File: src/rtl/core/sparse_polynomial_term_store_core_defines.svh
// Assertion macros for the sparse polynomial term store core.
// Used by spts_datapath, the RTL file that asserts; empty bodies under SYNTHESIS.
`ifndef SPARSE_POLYNOMIAL_TERM_STORE_CORE_DEFINES_SVH
`define SPARSE_POLYNOMIAL_TERM_STORE_CORE_DEFINES_SVH
`ifndef SYNTHESIS
`define SPTS_ASSERT(lbl, clk, rstn, prop) \
  lbl: assert property (@(posedge clk) disable iff (!rstn) (prop)) \
    else $error("spts: invariant violated");
`define SPTS_ASSERT_IMPL(lbl, clk, rstn, ante, cons) \
  lbl: assert property (@(posedge clk) disable iff (!rstn) (ante) |-> (cons)) \
    else $error("spts: implication violated");
`define SPTS_ASSERT_NEXT(lbl, clk, rstn, ante, cons) \
  lbl: assert property (@(posedge clk) disable iff (!rstn) (ante) |=> (cons)) \
    else $error("spts: next-cycle check violated");
`else
`define SPTS_ASSERT(lbl, clk, rstn, prop)
`define SPTS_ASSERT_IMPL(lbl, clk, rstn, ante, cons)
`define SPTS_ASSERT_NEXT(lbl, clk, rstn, ante, cons)
`endif
`endif

File: src/rtl/core/spts_pkg.sv
// Package of the sparse polynomial term store core: sizes, codes, control types.
// No dependencies.
package spts_pkg;

  localparam int unsigned MaxTerms = 16;
  localparam int unsigned AddrW    = $clog2(MaxTerms);
  localparam int unsigned CntW     = $clog2(MaxTerms + 1);
  localparam int unsigned CoeffW   = 32;
  localparam int unsigned ExpW     = 6;
  localparam int unsigned EntryW   = CoeffW + ExpW;

  typedef enum logic [1:0] {
    ST_INSERTED  = 2'd0,
    ST_MERGED    = 2'd1,
    ST_FULL      = 2'd2,
    ST_EVALUATED = 2'd3
  } status_e;

  typedef enum logic {
    CMD_ADD  = 1'b0,
    CMD_EVAL = 1'b1
  } command_e;

  typedef enum logic [2:0] {
    IDX_HOLD,
    IDX_ZERO,
    IDX_INC,
    IDX_DEC,
    IDX_COUNT
  } idx_op_e;

  typedef enum logic [1:0] {
    WR_NONE,
    WR_MERGE,
    WR_SHIFT,
    WR_INSERT
  } wr_op_e;

  typedef enum logic [3:0] {
    S_IDLE,
    S_DISPATCH,
    S_SCAN_RD,
    S_SCAN_CK,
    S_INS_CHK,
    S_SHIFT_RD,
    S_SHIFT_WR,
    S_EVAL_RD,
    S_EVAL_LD,
    S_EVAL_POW,
    S_EVAL_MUL,
    S_EVAL_ACC,
    S_DONE
  } ctrl_state_e;

  typedef struct packed {
    logic    load_item;
    idx_op_e idx_op;
    logic    rd_prev;
    wr_op_e  wr_op;
    logic    save_pos;
    logic    pow_load;
    logic    pow_step;
    logic    mul_load;
    logic    acc_add;
    logic    set_status;
    status_e status_code;
    logic    out_load;
  } cmd_t;

  typedef struct packed {
    logic is_eval;
    logic idx_at_count;
    logic idx_at_pos;
    logic full;
    logic rd_exp_eq;
    logic rd_exp_gt;
    logic pow_done;
  } sts_t;

endpackage

File: src/rtl/core/spts_in_if.sv
// Command channel of the sparse polynomial term store core.
// Depends on spts_pkg.
interface spts_in_if import spts_pkg::*; ();
  logic                     valid;
  logic                     ready;
  logic                     command;
  logic signed [CoeffW-1:0] term_coeff_in;
  logic        [ExpW-1:0]   term_exp_in;
  logic signed [CoeffW-1:0] eval_point;

  modport source (
    output valid, command, term_coeff_in, term_exp_in, eval_point,
    input  ready
  );
  modport sink (
    input  valid, command, term_coeff_in, term_exp_in, eval_point,
    output ready
  );
endinterface

File: src/rtl/core/spts_out_if.sv
// Result channel of the sparse polynomial term store core.
// Depends on spts_pkg.
interface spts_out_if import spts_pkg::*; ();
  logic                     valid;
  logic                     ready;
  logic        [1:0]        status;
  logic signed [CoeffW-1:0] poly_value;

  modport source (
    output valid, status, poly_value,
    input  ready
  );
  modport sink (
    input  valid, status, poly_value,
    output ready
  );
endinterface

File: src/rtl/core/spts_ram.sv
// Generic single-write, single-read RAM with registered read data.
// No dependencies.
module spts_ram #(
  parameter int unsigned Width = 8,
  parameter int unsigned Depth = 16
) (
  input  logic                     clk_i,
  input  logic                     we_i,
  input  logic [$clog2(Depth)-1:0] waddr_i,
  input  logic [Width-1:0]         wdata_i,
  input  logic [$clog2(Depth)-1:0] raddr_i,
  output logic [Width-1:0]         rdata_o
);

  logic [Width-1:0] mem_q [Depth];
  logic [Width-1:0] rdata_q;

  always_ff @(posedge clk_i) begin
    if (we_i) begin
      mem_q[waddr_i] <= wdata_i;
    end
    rdata_q <= mem_q[raddr_i];
  end

  assign rdata_o = rdata_q;

endmodule

File: src/rtl/core/spts_datapath.sv
// Datapath of the sparse polynomial term store core: term table, indexes, power and
// accumulate unit, result register. Depends on spts_pkg, spts_ram and the defines header.
`include "sparse_polynomial_term_store_core_defines.svh"
module spts_datapath import spts_pkg::*; (
  input  logic                     clk_i,
  input  logic                     rst_ni,
  input  logic                     command_i,
  input  logic signed [CoeffW-1:0] term_coeff_i,
  input  logic        [ExpW-1:0]   term_exp_i,
  input  logic signed [CoeffW-1:0] eval_point_i,
  input  cmd_t                     cmd_i,
  output sts_t                     sts_o,
  output status_e                  status_o,
  output logic signed [CoeffW-1:0] poly_value_o
);

  logic [CntW-1:0]   count_q, count_d;
  logic [CntW-1:0]   idx_q, idx_d;
  logic [CntW-1:0]   idx_m1;
  logic [CntW-1:0]   pos_q;

  command_e          cmd_q;
  logic [CoeffW-1:0] coeff_q;
  logic [ExpW-1:0]   expo_q;
  logic [CoeffW-1:0] point_q;

  logic [CoeffW-1:0] pow_acc_q;
  logic [CoeffW-1:0] pow_base_q;
  logic [ExpW-1:0]   pow_e_q;
  logic [CoeffW-1:0] term_q;
  logic [CoeffW-1:0] prod_q;
  logic [CoeffW-1:0] sum_q;
  status_e           res_status_q;
  status_e           out_status_q;
  logic [CoeffW-1:0] out_value_q;

  logic              ram_we;
  logic [AddrW-1:0]  ram_waddr;
  logic [AddrW-1:0]  ram_raddr;
  logic [EntryW-1:0] ram_wdata;
  logic [EntryW-1:0] ram_rdata;
  logic [ExpW-1:0]   rd_exp;
  logic [CoeffW-1:0] rd_coeff;

  assign rd_exp   = ram_rdata[EntryW-1:CoeffW];
  assign rd_coeff = ram_rdata[CoeffW-1:0];
  assign idx_m1   = idx_q - CntW'(1);

  always_comb begin
    idx_d = idx_q;
    unique case (cmd_i.idx_op)
      IDX_HOLD:  idx_d = idx_q;
      IDX_ZERO:  idx_d = '0;
      IDX_INC:   idx_d = idx_q + CntW'(1);
      IDX_DEC:   idx_d = idx_m1;
      IDX_COUNT: idx_d = count_q;
      default:   idx_d = idx_q;
    endcase
  end

  assign count_d = (cmd_i.wr_op == WR_INSERT) ? count_q + CntW'(1) : count_q;

  always_ff @(posedge clk_i or negedge rst_ni) begin
    if (!rst_ni) begin
      count_q <= '0;
      idx_q   <= '0;
    end else begin
      count_q <= count_d;
      idx_q   <= idx_d;
    end
  end

  assign ram_raddr = cmd_i.rd_prev ? idx_m1[AddrW-1:0] : idx_q[AddrW-1:0];
  assign ram_we    = (cmd_i.wr_op != WR_NONE);
  assign ram_waddr = (cmd_i.wr_op == WR_INSERT) ? pos_q[AddrW-1:0] : idx_q[AddrW-1:0];

  always_comb begin
    ram_wdata = ram_rdata;
    case (cmd_i.wr_op)
      WR_MERGE:  ram_wdata = {rd_exp, rd_coeff + coeff_q};
      WR_INSERT: ram_wdata = {expo_q, coeff_q};
      default:   ram_wdata = ram_rdata;
    endcase
  end

  spts_ram #(
    .Width (EntryW),
    .Depth (MaxTerms)
  ) u_term_ram (
    .clk_i   (clk_i),
    .we_i    (ram_we),
    .waddr_i (ram_waddr),
    .wdata_i (ram_wdata),
    .raddr_i (ram_raddr),
    .rdata_o (ram_rdata)
  );

  always_ff @(posedge clk_i) begin
    if (cmd_i.load_item) begin
      cmd_q   <= command_e'(command_i);
      coeff_q <= term_coeff_i;
      expo_q  <= term_exp_i;
      point_q <= eval_point_i;
      sum_q   <= '0;
    end else if (cmd_i.acc_add) begin
      sum_q <= sum_q + prod_q;
    end
    if (cmd_i.save_pos) begin
      pos_q <= idx_q;
    end
    if (cmd_i.pow_load) begin
      pow_acc_q  <= CoeffW'(1);
      pow_base_q <= point_q;
      pow_e_q    <= rd_exp;
      term_q     <= rd_coeff;
    end else if (cmd_i.pow_step) begin
      if (pow_e_q[0]) begin
        pow_acc_q <= pow_acc_q * pow_base_q;
      end
      pow_base_q <= pow_base_q * pow_base_q;
      pow_e_q    <= pow_e_q >> 1;
    end
    if (cmd_i.mul_load) begin
      prod_q <= term_q * pow_acc_q;
    end
    if (cmd_i.set_status) begin
      res_status_q <= cmd_i.status_code;
    end
    if (cmd_i.out_load) begin
      out_status_q <= res_status_q;
      out_value_q  <= sum_q;
    end
  end

  assign sts_o.is_eval      = (cmd_q == CMD_EVAL);
  assign sts_o.idx_at_count = (idx_q == count_q);
  assign sts_o.idx_at_pos   = (idx_q == pos_q);
  assign sts_o.full         = (count_q == CntW'(MaxTerms));
  assign sts_o.rd_exp_eq    = (rd_exp == expo_q);
  assign sts_o.rd_exp_gt    = (rd_exp > expo_q);
  assign sts_o.pow_done     = (pow_e_q == '0);

  assign status_o     = out_status_q;
  assign poly_value_o = out_value_q;

  `SPTS_ASSERT(a_count_bound, clk_i, rst_ni, count_q <= CntW'(MaxTerms))
  `SPTS_ASSERT(a_idx_bound, clk_i, rst_ni, idx_q <= count_q)
  `SPTS_ASSERT_IMPL(a_insert_not_full, clk_i, rst_ni,
                    cmd_i.wr_op == WR_INSERT, count_q < CntW'(MaxTerms))
  `SPTS_ASSERT_NEXT(a_count_step, clk_i, rst_ni,
                    cmd_i.wr_op == WR_INSERT, count_q == $past(count_q) + CntW'(1))
  `SPTS_ASSERT_IMPL(a_add_value_zero, clk_i, rst_ni,
                    cmd_i.out_load && res_status_q != ST_EVALUATED, sum_q == '0)

endmodule

File: src/rtl/core/spts_ctrl.sv
// Controller of the sparse polynomial term store core: sequences scan, shift,
// evaluate and result hand-off. Depends on spts_pkg.
module spts_ctrl import spts_pkg::*; (
  input  logic clk_i,
  input  logic rst_ni,
  input  logic in_valid_i,
  output logic in_ready_o,
  output logic out_valid_o,
  input  logic out_ready_i,
  input  sts_t sts_i,
  output cmd_t cmd_o
);

  ctrl_state_e state_q, state_d;
  logic        out_valid_q, out_valid_d;

  always_ff @(posedge clk_i or negedge rst_ni) begin
    if (!rst_ni) begin
      state_q     <= S_IDLE;
      out_valid_q <= 1'b0;
    end else begin
      state_q     <= state_d;
      out_valid_q <= out_valid_d;
    end
  end

  always_comb begin
    state_d    = state_q;
    cmd_o      = '0;
    in_ready_o = 1'b0;
    unique case (state_q)
      S_IDLE: begin
        in_ready_o = 1'b1;
        if (in_valid_i) begin
          cmd_o.load_item = 1'b1;
          cmd_o.idx_op    = IDX_ZERO;
          state_d         = S_DISPATCH;
        end
      end
      S_DISPATCH: begin
        state_d = sts_i.is_eval ? S_EVAL_RD : S_SCAN_RD;
      end
      S_SCAN_RD: begin
        if (sts_i.idx_at_count) begin
          cmd_o.save_pos = 1'b1;
          state_d        = S_INS_CHK;
        end else begin
          state_d = S_SCAN_CK;
        end
      end
      S_SCAN_CK: begin
        if (sts_i.rd_exp_eq) begin
          cmd_o.wr_op       = WR_MERGE;
          cmd_o.set_status  = 1'b1;
          cmd_o.status_code = ST_MERGED;
          state_d           = S_DONE;
        end else if (sts_i.rd_exp_gt) begin
          cmd_o.save_pos = 1'b1;
          state_d        = S_INS_CHK;
        end else begin
          cmd_o.idx_op = IDX_INC;
          state_d      = S_SCAN_RD;
        end
      end
      S_INS_CHK: begin
        if (sts_i.full) begin
          cmd_o.set_status  = 1'b1;
          cmd_o.status_code = ST_FULL;
          state_d           = S_DONE;
        end else begin
          cmd_o.idx_op = IDX_COUNT;
          state_d      = S_SHIFT_RD;
        end
      end
      S_SHIFT_RD: begin
        if (sts_i.idx_at_pos) begin
          cmd_o.wr_op       = WR_INSERT;
          cmd_o.set_status  = 1'b1;
          cmd_o.status_code = ST_INSERTED;
          state_d           = S_DONE;
        end else begin
          cmd_o.rd_prev = 1'b1;
          state_d       = S_SHIFT_WR;
        end
      end
      S_SHIFT_WR: begin
        cmd_o.wr_op  = WR_SHIFT;
        cmd_o.idx_op = IDX_DEC;
        state_d      = S_SHIFT_RD;
      end
      S_EVAL_RD: begin
        if (sts_i.idx_at_count) begin
          cmd_o.set_status  = 1'b1;
          cmd_o.status_code = ST_EVALUATED;
          state_d           = S_DONE;
        end else begin
          state_d = S_EVAL_LD;
        end
      end
      S_EVAL_LD: begin
        cmd_o.pow_load = 1'b1;
        state_d        = S_EVAL_POW;
      end
      S_EVAL_POW: begin
        if (sts_i.pow_done) begin
          state_d = S_EVAL_MUL;
        end else begin
          cmd_o.pow_step = 1'b1;
        end
      end
      S_EVAL_MUL: begin
        cmd_o.mul_load = 1'b1;
        state_d        = S_EVAL_ACC;
      end
      S_EVAL_ACC: begin
        cmd_o.acc_add = 1'b1;
        cmd_o.idx_op  = IDX_INC;
        state_d       = S_EVAL_RD;
      end
      S_DONE: begin
        if (!out_valid_q || out_ready_i) begin
          cmd_o.out_load = 1'b1;
          state_d        = S_IDLE;
        end
      end
      default: state_d = S_IDLE;
    endcase
  end

  always_comb begin
    out_valid_d = out_valid_q && !out_ready_i;
    if (cmd_o.out_load) begin
      out_valid_d = 1'b1;
    end
  end

  assign out_valid_o = out_valid_q;

endmodule

File: src/rtl/core/sparse_polynomial_term_store_core.sv
// Top level of the sparse polynomial term store core.
// Depends on spts_pkg, spts_in_if, spts_out_if, spts_ctrl and spts_datapath.
//
//   channel  dir  handshake     payload
//   in_i     in   valid/ready   command, term_coeff_in, term_exp_in, eval_point
//   out_o    out  valid/ready   status, poly_value
//
// One transaction in flight; add compares the new exponent with the stored entries in order:
// on an equal exponent it merges the coefficients, else it inserts the term, shifting the
// entries above it up, or drops it with status full when the table is full.
// Evaluate sums the terms at the point with the shared square-and-multiply unit.
// Reset clears the count.
// A result waiting in the output register holds the next one in S_DONE, not the input.
module sparse_polynomial_term_store_core import spts_pkg::*; (
  input  logic      clk_i,
  input  logic      rst_ni,
  spts_in_if.sink   in_i,
  spts_out_if.source out_o
);

  cmd_t    cmd;
  sts_t    sts;
  status_e status;

  spts_ctrl u_ctrl (
    .clk_i       (clk_i),
    .rst_ni      (rst_ni),
    .in_valid_i  (in_i.valid),
    .in_ready_o  (in_i.ready),
    .out_valid_o (out_o.valid),
    .out_ready_i (out_o.ready),
    .sts_i       (sts),
    .cmd_o       (cmd)
  );

  spts_datapath u_datapath (
    .clk_i        (clk_i),
    .rst_ni       (rst_ni),
    .command_i    (in_i.command),
    .term_coeff_i (in_i.term_coeff_in),
    .term_exp_i   (in_i.term_exp_in),
    .eval_point_i (in_i.eval_point),
    .cmd_i        (cmd),
    .sts_o        (sts),
    .status_o     (status),
    .poly_value_o (out_o.poly_value)
  );

  assign out_o.status = status;

endmodule
File: src/flat_wrapper.sv
// flat-port wrapper written by rule: the top's interface ports become plain ports
module sparse_polynomial_term_store_core_flat import spts_pkg::*;
  (clk_i, rst_ni, in_i_valid, in_i_command, in_i_term_coeff_in, in_i_term_exp_in, in_i_eval_point, in_i_ready, out_o_valid, out_o_status, out_o_poly_value, out_o_ready);
  spts_in_if in_i_i ();
  spts_out_if out_o_i ();
  input  logic clk_i;
  input  logic rst_ni;
  input wire logic [$bits(in_i_i.valid)-1:0] in_i_valid;
  input wire logic [$bits(in_i_i.command)-1:0] in_i_command;
  input wire logic [$bits(in_i_i.term_coeff_in)-1:0] in_i_term_coeff_in;
  input wire logic [$bits(in_i_i.term_exp_in)-1:0] in_i_term_exp_in;
  input wire logic [$bits(in_i_i.eval_point)-1:0] in_i_eval_point;
  output wire logic [$bits(in_i_i.ready)-1:0] in_i_ready;
  output wire logic [$bits(out_o_i.valid)-1:0] out_o_valid;
  output wire logic [$bits(out_o_i.status)-1:0] out_o_status;
  output wire logic [$bits(out_o_i.poly_value)-1:0] out_o_poly_value;
  input wire logic [$bits(out_o_i.ready)-1:0] out_o_ready;
  assign in_i_i.valid = in_i_valid;
  assign in_i_i.command = in_i_command;
  assign in_i_i.term_coeff_in = in_i_term_coeff_in;
  assign in_i_i.term_exp_in = in_i_term_exp_in;
  assign in_i_i.eval_point = in_i_eval_point;
  assign in_i_ready = in_i_i.ready;
  assign out_o_valid = out_o_i.valid;
  assign out_o_status = out_o_i.status;
  assign out_o_poly_value = out_o_i.poly_value;
  assign out_o_i.ready = out_o_ready;
  sparse_polynomial_term_store_core u_core (.clk_i(clk_i), .rst_ni(rst_ni), .in_i(in_i_i), .out_o(out_o_i));
endmodule
File: config.mk
export PLATFORM = sky130hd
export DESIGN_NAME = sparse_polynomial_term_store_core_flat
export DESIGN_NICKNAME = d
export VERILOG_FILES = /design/src/rtl/core/spts_pkg.sv /design/src/rtl/core/spts_in_if.sv /design/src/rtl/core/spts_out_if.sv /design/src/rtl/core/spts_ram.sv /design/src/rtl/core/spts_datapath.sv /design/src/rtl/core/spts_ctrl.sv /design/src/rtl/core/sparse_polynomial_term_store_core.sv /design/src/flat_wrapper.sv
export VERILOG_INCLUDE_DIRS = /design/src /design/src/rtl/core
export SDC_FILE = /design/constraint.sdc
export NUM_CORES = 2
export LEC_CHECK = 0
export BUFFER_PORTS_ARGS = -buffer_cell sky130_fd_sc_hd__buf_4
export CAP_MARGIN = 25
export CORE_AREA = 2 2 431 433
export DETAILED_ROUTE_END_ITERATION = 10
export DIE_AREA = 0 0 433 435
export HOLD_SLACK_MARGIN = 0.05
export PLACE_DENSITY_LB_ADDON = 0.2
export SETUP_SLACK_MARGIN = 0.02
export SKIP_LAST_GASP = 1
export SLEW_MARGIN = 20
export SYNTH_ARGS = -nofsm -noshare
export SYNTH_HDL_FRONTEND = slang
export SYNTH_SLANG_ARGS = --single-unit
File: constraint.sdc
create_clock -name clk_i -period 7.8 [get_ports clk_i]
set_input_delay 1.56 -clock clk_i [delete_from_list [all_inputs] [get_ports clk_i]]
set_output_delay 1.56 -clock clk_i [all_outputs]
set_load 0.02 [all_outputs]
==> metrics.txt <==
status=finished clean; Worst-Margin Slew=1.13 ns; vias in the first global route=55,200; Final min period=7.54 ns; share of cells above drive strength 1=10.5%; fillcell total=16,400; initial core utilization=44.6%; worst hold path type=flip-flop to flip-flop; max frequency=0.133 GHz; Non-Filler Instances=9,764; mean area per synthesized cell=11.6 um^2; port bufs=110; Final WS setup=0.262 ns; RSZ-0062 raised after global routing=yes; initial DRC count=3,890; Bufs on Longest Clock Path=3; post-synthesis sequential area ratio=33.0%; Clock Skews=0.155 ns; Most used DFF post-synth=edfxtp_1; clk sinks=939; Seq cells post-synth=939; FP Rows=158; core area=0.184 mm^2; Post-DP HPWL=158 mm; Final Cycle Share=96.6%; first-pass GRT wire length=340 mm; Clock Latency Late Sink=0.83 ns; fin nets=8,897; crit-path cells=buf_4, and2_1, fa_1, inv_1, fa_1, fa_1, fa_1, inv_1, fa_1, inv_1, fa_1, inv_1, fa_1, fa_1, ha_1, and3_1, and2_1, o21ai_0, nand3_1, a221oi_2, o21ai_0, a31oi_1, xor2_1, a21oi_1; crit-path max cell delay=0.55 ns; initial antenna violation count=6; Startpoint Class=flip-flop; height of the die=435 um; average wire per standard cell=22.5 um; final setup fails=0; Inst Count DP=9,561; Root Buffer=clkbuf_16; # IOs=111; WP data required=8.38 ns; asr flop ratio synth=1.60%; drt first pass iters=5; Buf+Inv Stages, Crit Path=5; GRT overflow=0; Pins Over Slew Limit=0; critical path arrival=8.12 ns; critical path class=flip-flop to flip-flop; drt via density=5.31; RD Place Congestion=0.877; commonest non-fill, non-tap cell in the layout=inv_1; Clock transition at path regs=0.07 ns; CTS Buf Count=104; sequential standard cell area=0.0271 mm^2; CTS tree=done; via count=51,800; number of synthesized flops with an enable pin=822; number of nets with antenna violations after routing=0; H-tree Lvls=3; CP most frequent cell=fa_1; final wirelength=220 mm; maximum fanout along the worst path=7; Final Hold Viols=0; CP top delay family=adder cells; Die ar.=0.188 mm^2; DRC=0; Syn Inst Count=7,098; GRT Total Usage=23.9%; pre-CTS setup slack=0.226 ns; maxcap violations=0; Critical Path Slowest Stage Cell=fa_1; Syn Nets=8,803; area delta synth->final=10.2%; largest net degree at the start of global routing=59; most frequent cells in the layout=inv_1, fa_1, nand2_1, edfxtp_1, and2_1; Mapped Area=0.0822 mm^2; Distinct cells, synth=78; Worst Setup End Kind=flip-flop; YS warnings=0; Slew HR=25.0%; area taken by multi-input logic gates=0.0490 mm^2; Die W=433 um
==> registers in the layout, summed over array words and instances, names as in the netlist <==
name,count
u_core.u_datapath.idx_q,5
u_core.u_datapath.expo_q,6
u_core.u_datapath.sum_q,32
u_core.u_datapath.pow_e_q,6
u_core.u_datapath.pos_q,5
u_core.u_ctrl.out_valid_o,1
u_core.u_datapath.u_term_ram.rdata_o,38
u_core.u_datapath.u_term_ram.mem_q,608
u_core.u_datapath.cmd_q,1
u_core.u_datapath.term_q,32
u_core.u_datapath.coeff_q,32
u_core.u_datapath.res_status_q,2
u_core.u_datapath.pow_acc_q,32
u_core.u_ctrl.state_q,4
u_core.u_datapath.pow_base_q,32
u_core.u_datapath.poly_value_o,32
u_core.u_datapath.point_q,32
u_core.u_datapath.count_q,5
u_core.u_datapath.status_o,2
u_core.u_datapath.prod_q,32
==> area by class of cell <==
type,count,area share (%)
inverter,1284,5.33
sequential,939,30.0
multi-input combinational,4518,54.2
tap,2480,3.43
timing repair buffer,345,3.29
clock inverter,63,0.774
clock buffer,133,3.04
antenna,2,0.00553
==> timing repair <==
action | in CTS | in global routing
hold buffers | 0 | 0
endpoints found under the setup margin | 0 | 13
setup buffers | 0 | 2
hold endpoints to repair | 0 | 0
resized for setup | 0 | 8
==> Yosys cell counts, types with 10 or more instances <==
| cell type | instances | area share, % |
|---|---|---|
| nand3_1 | 41 | 0.25 |
| o21ai_0 | 120 | 0.73 |
| a21o_1 | 64 | 0.58 |
| nor2b_1 | 17 | 0.13 |
| mux4_2 | 190 | 5.2 |
| o21a_1 | 25 | 0.23 |
| fa_1 | 1182 | 29 |
| and3_1 | 24 | 0.18 |
| a21boi_0 | 10 | 0.091 |
| a22oi_1 | 26 | 0.24 |
| nand2b_1 | 23 | 0.18 |
| dfxtp_1 | 102 | 2.5 |
| nand4_1 | 18 | 0.14 |
| a31oi_1 | 20 | 0.15 |
| a211oi_1 | 20 | 0.18 |
| nor3b_1 | 11 | 0.10 |
| and2_1 | 659 | 5.0 |
| xor2_1 | 89 | 0.95 |
| nor2_1 | 130 | 0.59 |
| nor3_1 | 40 | 0.24 |
| dfrtp_1 | 15 | 0.46 |
| o21bai_1 | 18 | 0.16 |
| buf_2 | 20 | 0.12 |
| inv_1 | 1282 | 5.9 |
| clkbuf_1 | 320 | 1.5 |
| a21oi_1 | 187 | 1.1 |
| edfxtp_1 | 822 | 30 |
| xnor2_1 | 205 | 2.2 |
| nand2_1 | 827 | 3.8 |
| ha_1 | 448 | 6.8 |
| o31ai_1 | 10 | 0.091 |
==> worst paths after layout <==
check | endpoint | slack (ns) | cells after the start | start
max | u_core.u_datapath.pow_acc_q[30] | 0.26 | 24 | u_core.u_datapath.pow_acc_q[14]
min | u_core.u_datapath.status_o[0] | 0.45 | 0 | u_core.u_datapath.res_status_q[0]
max reg2reg | u_core.u_datapath.pow_acc_q[30] | 0.26 | 24 | u_core.u_datapath.pow_acc_q[14]
min reg2reg | u_core.u_datapath.status_o[0] | 0.45 | 0 | u_core.u_datapath.res_status_q[0]
max in group asynchronous | u_core.u_ctrl.state_q[1] | 6.95 | 1 | rst_ni
min in group asynchronous | u_core.u_datapath.idx_q[1] | 0.67 | 1 | rst_ni
==> per-layer routing <==
metal | track usage (%) | vias up | wire length [um]
met5 | 0 | - | 0
met4 | 5.20 | 0 | 4670
met3 | 3.08 | 245 | 13700
met2 | 38.6 | 1561 | 105000
met1 | 34.5 | 27100 | 96300
li1 | - | 22800 | -
==> through the flow <==
stage	setup TNS, ns	hold slack (ns)	cell area (um^2)	util, %
global route	-0.0636	0.457	90500	49.2
finish	0	0.452	90500	49.2
detailed placement	0	0.448	86900	47.2
CTS	0	0.461	90400	49.1
global placement	0	0.450	86900	47.2
floorplan	0	0.400	82200	-
==> logic make-up after synthesis <==
logic type / Yosys count / synth area share, %
xor+xnor: 294 / 3.13
fa+ha+maj: 1630 / 35.6
flops: 939 / 33.0
simple gates: 1825 / 10.9
compound gates: 568 / 4.35
buf+inv: 1641 / 7.62
mux: 201 / 5.35
Power is not shown: default switching activity piles up to over one toggle a cycle in this logic, so the estimate is an artifact.
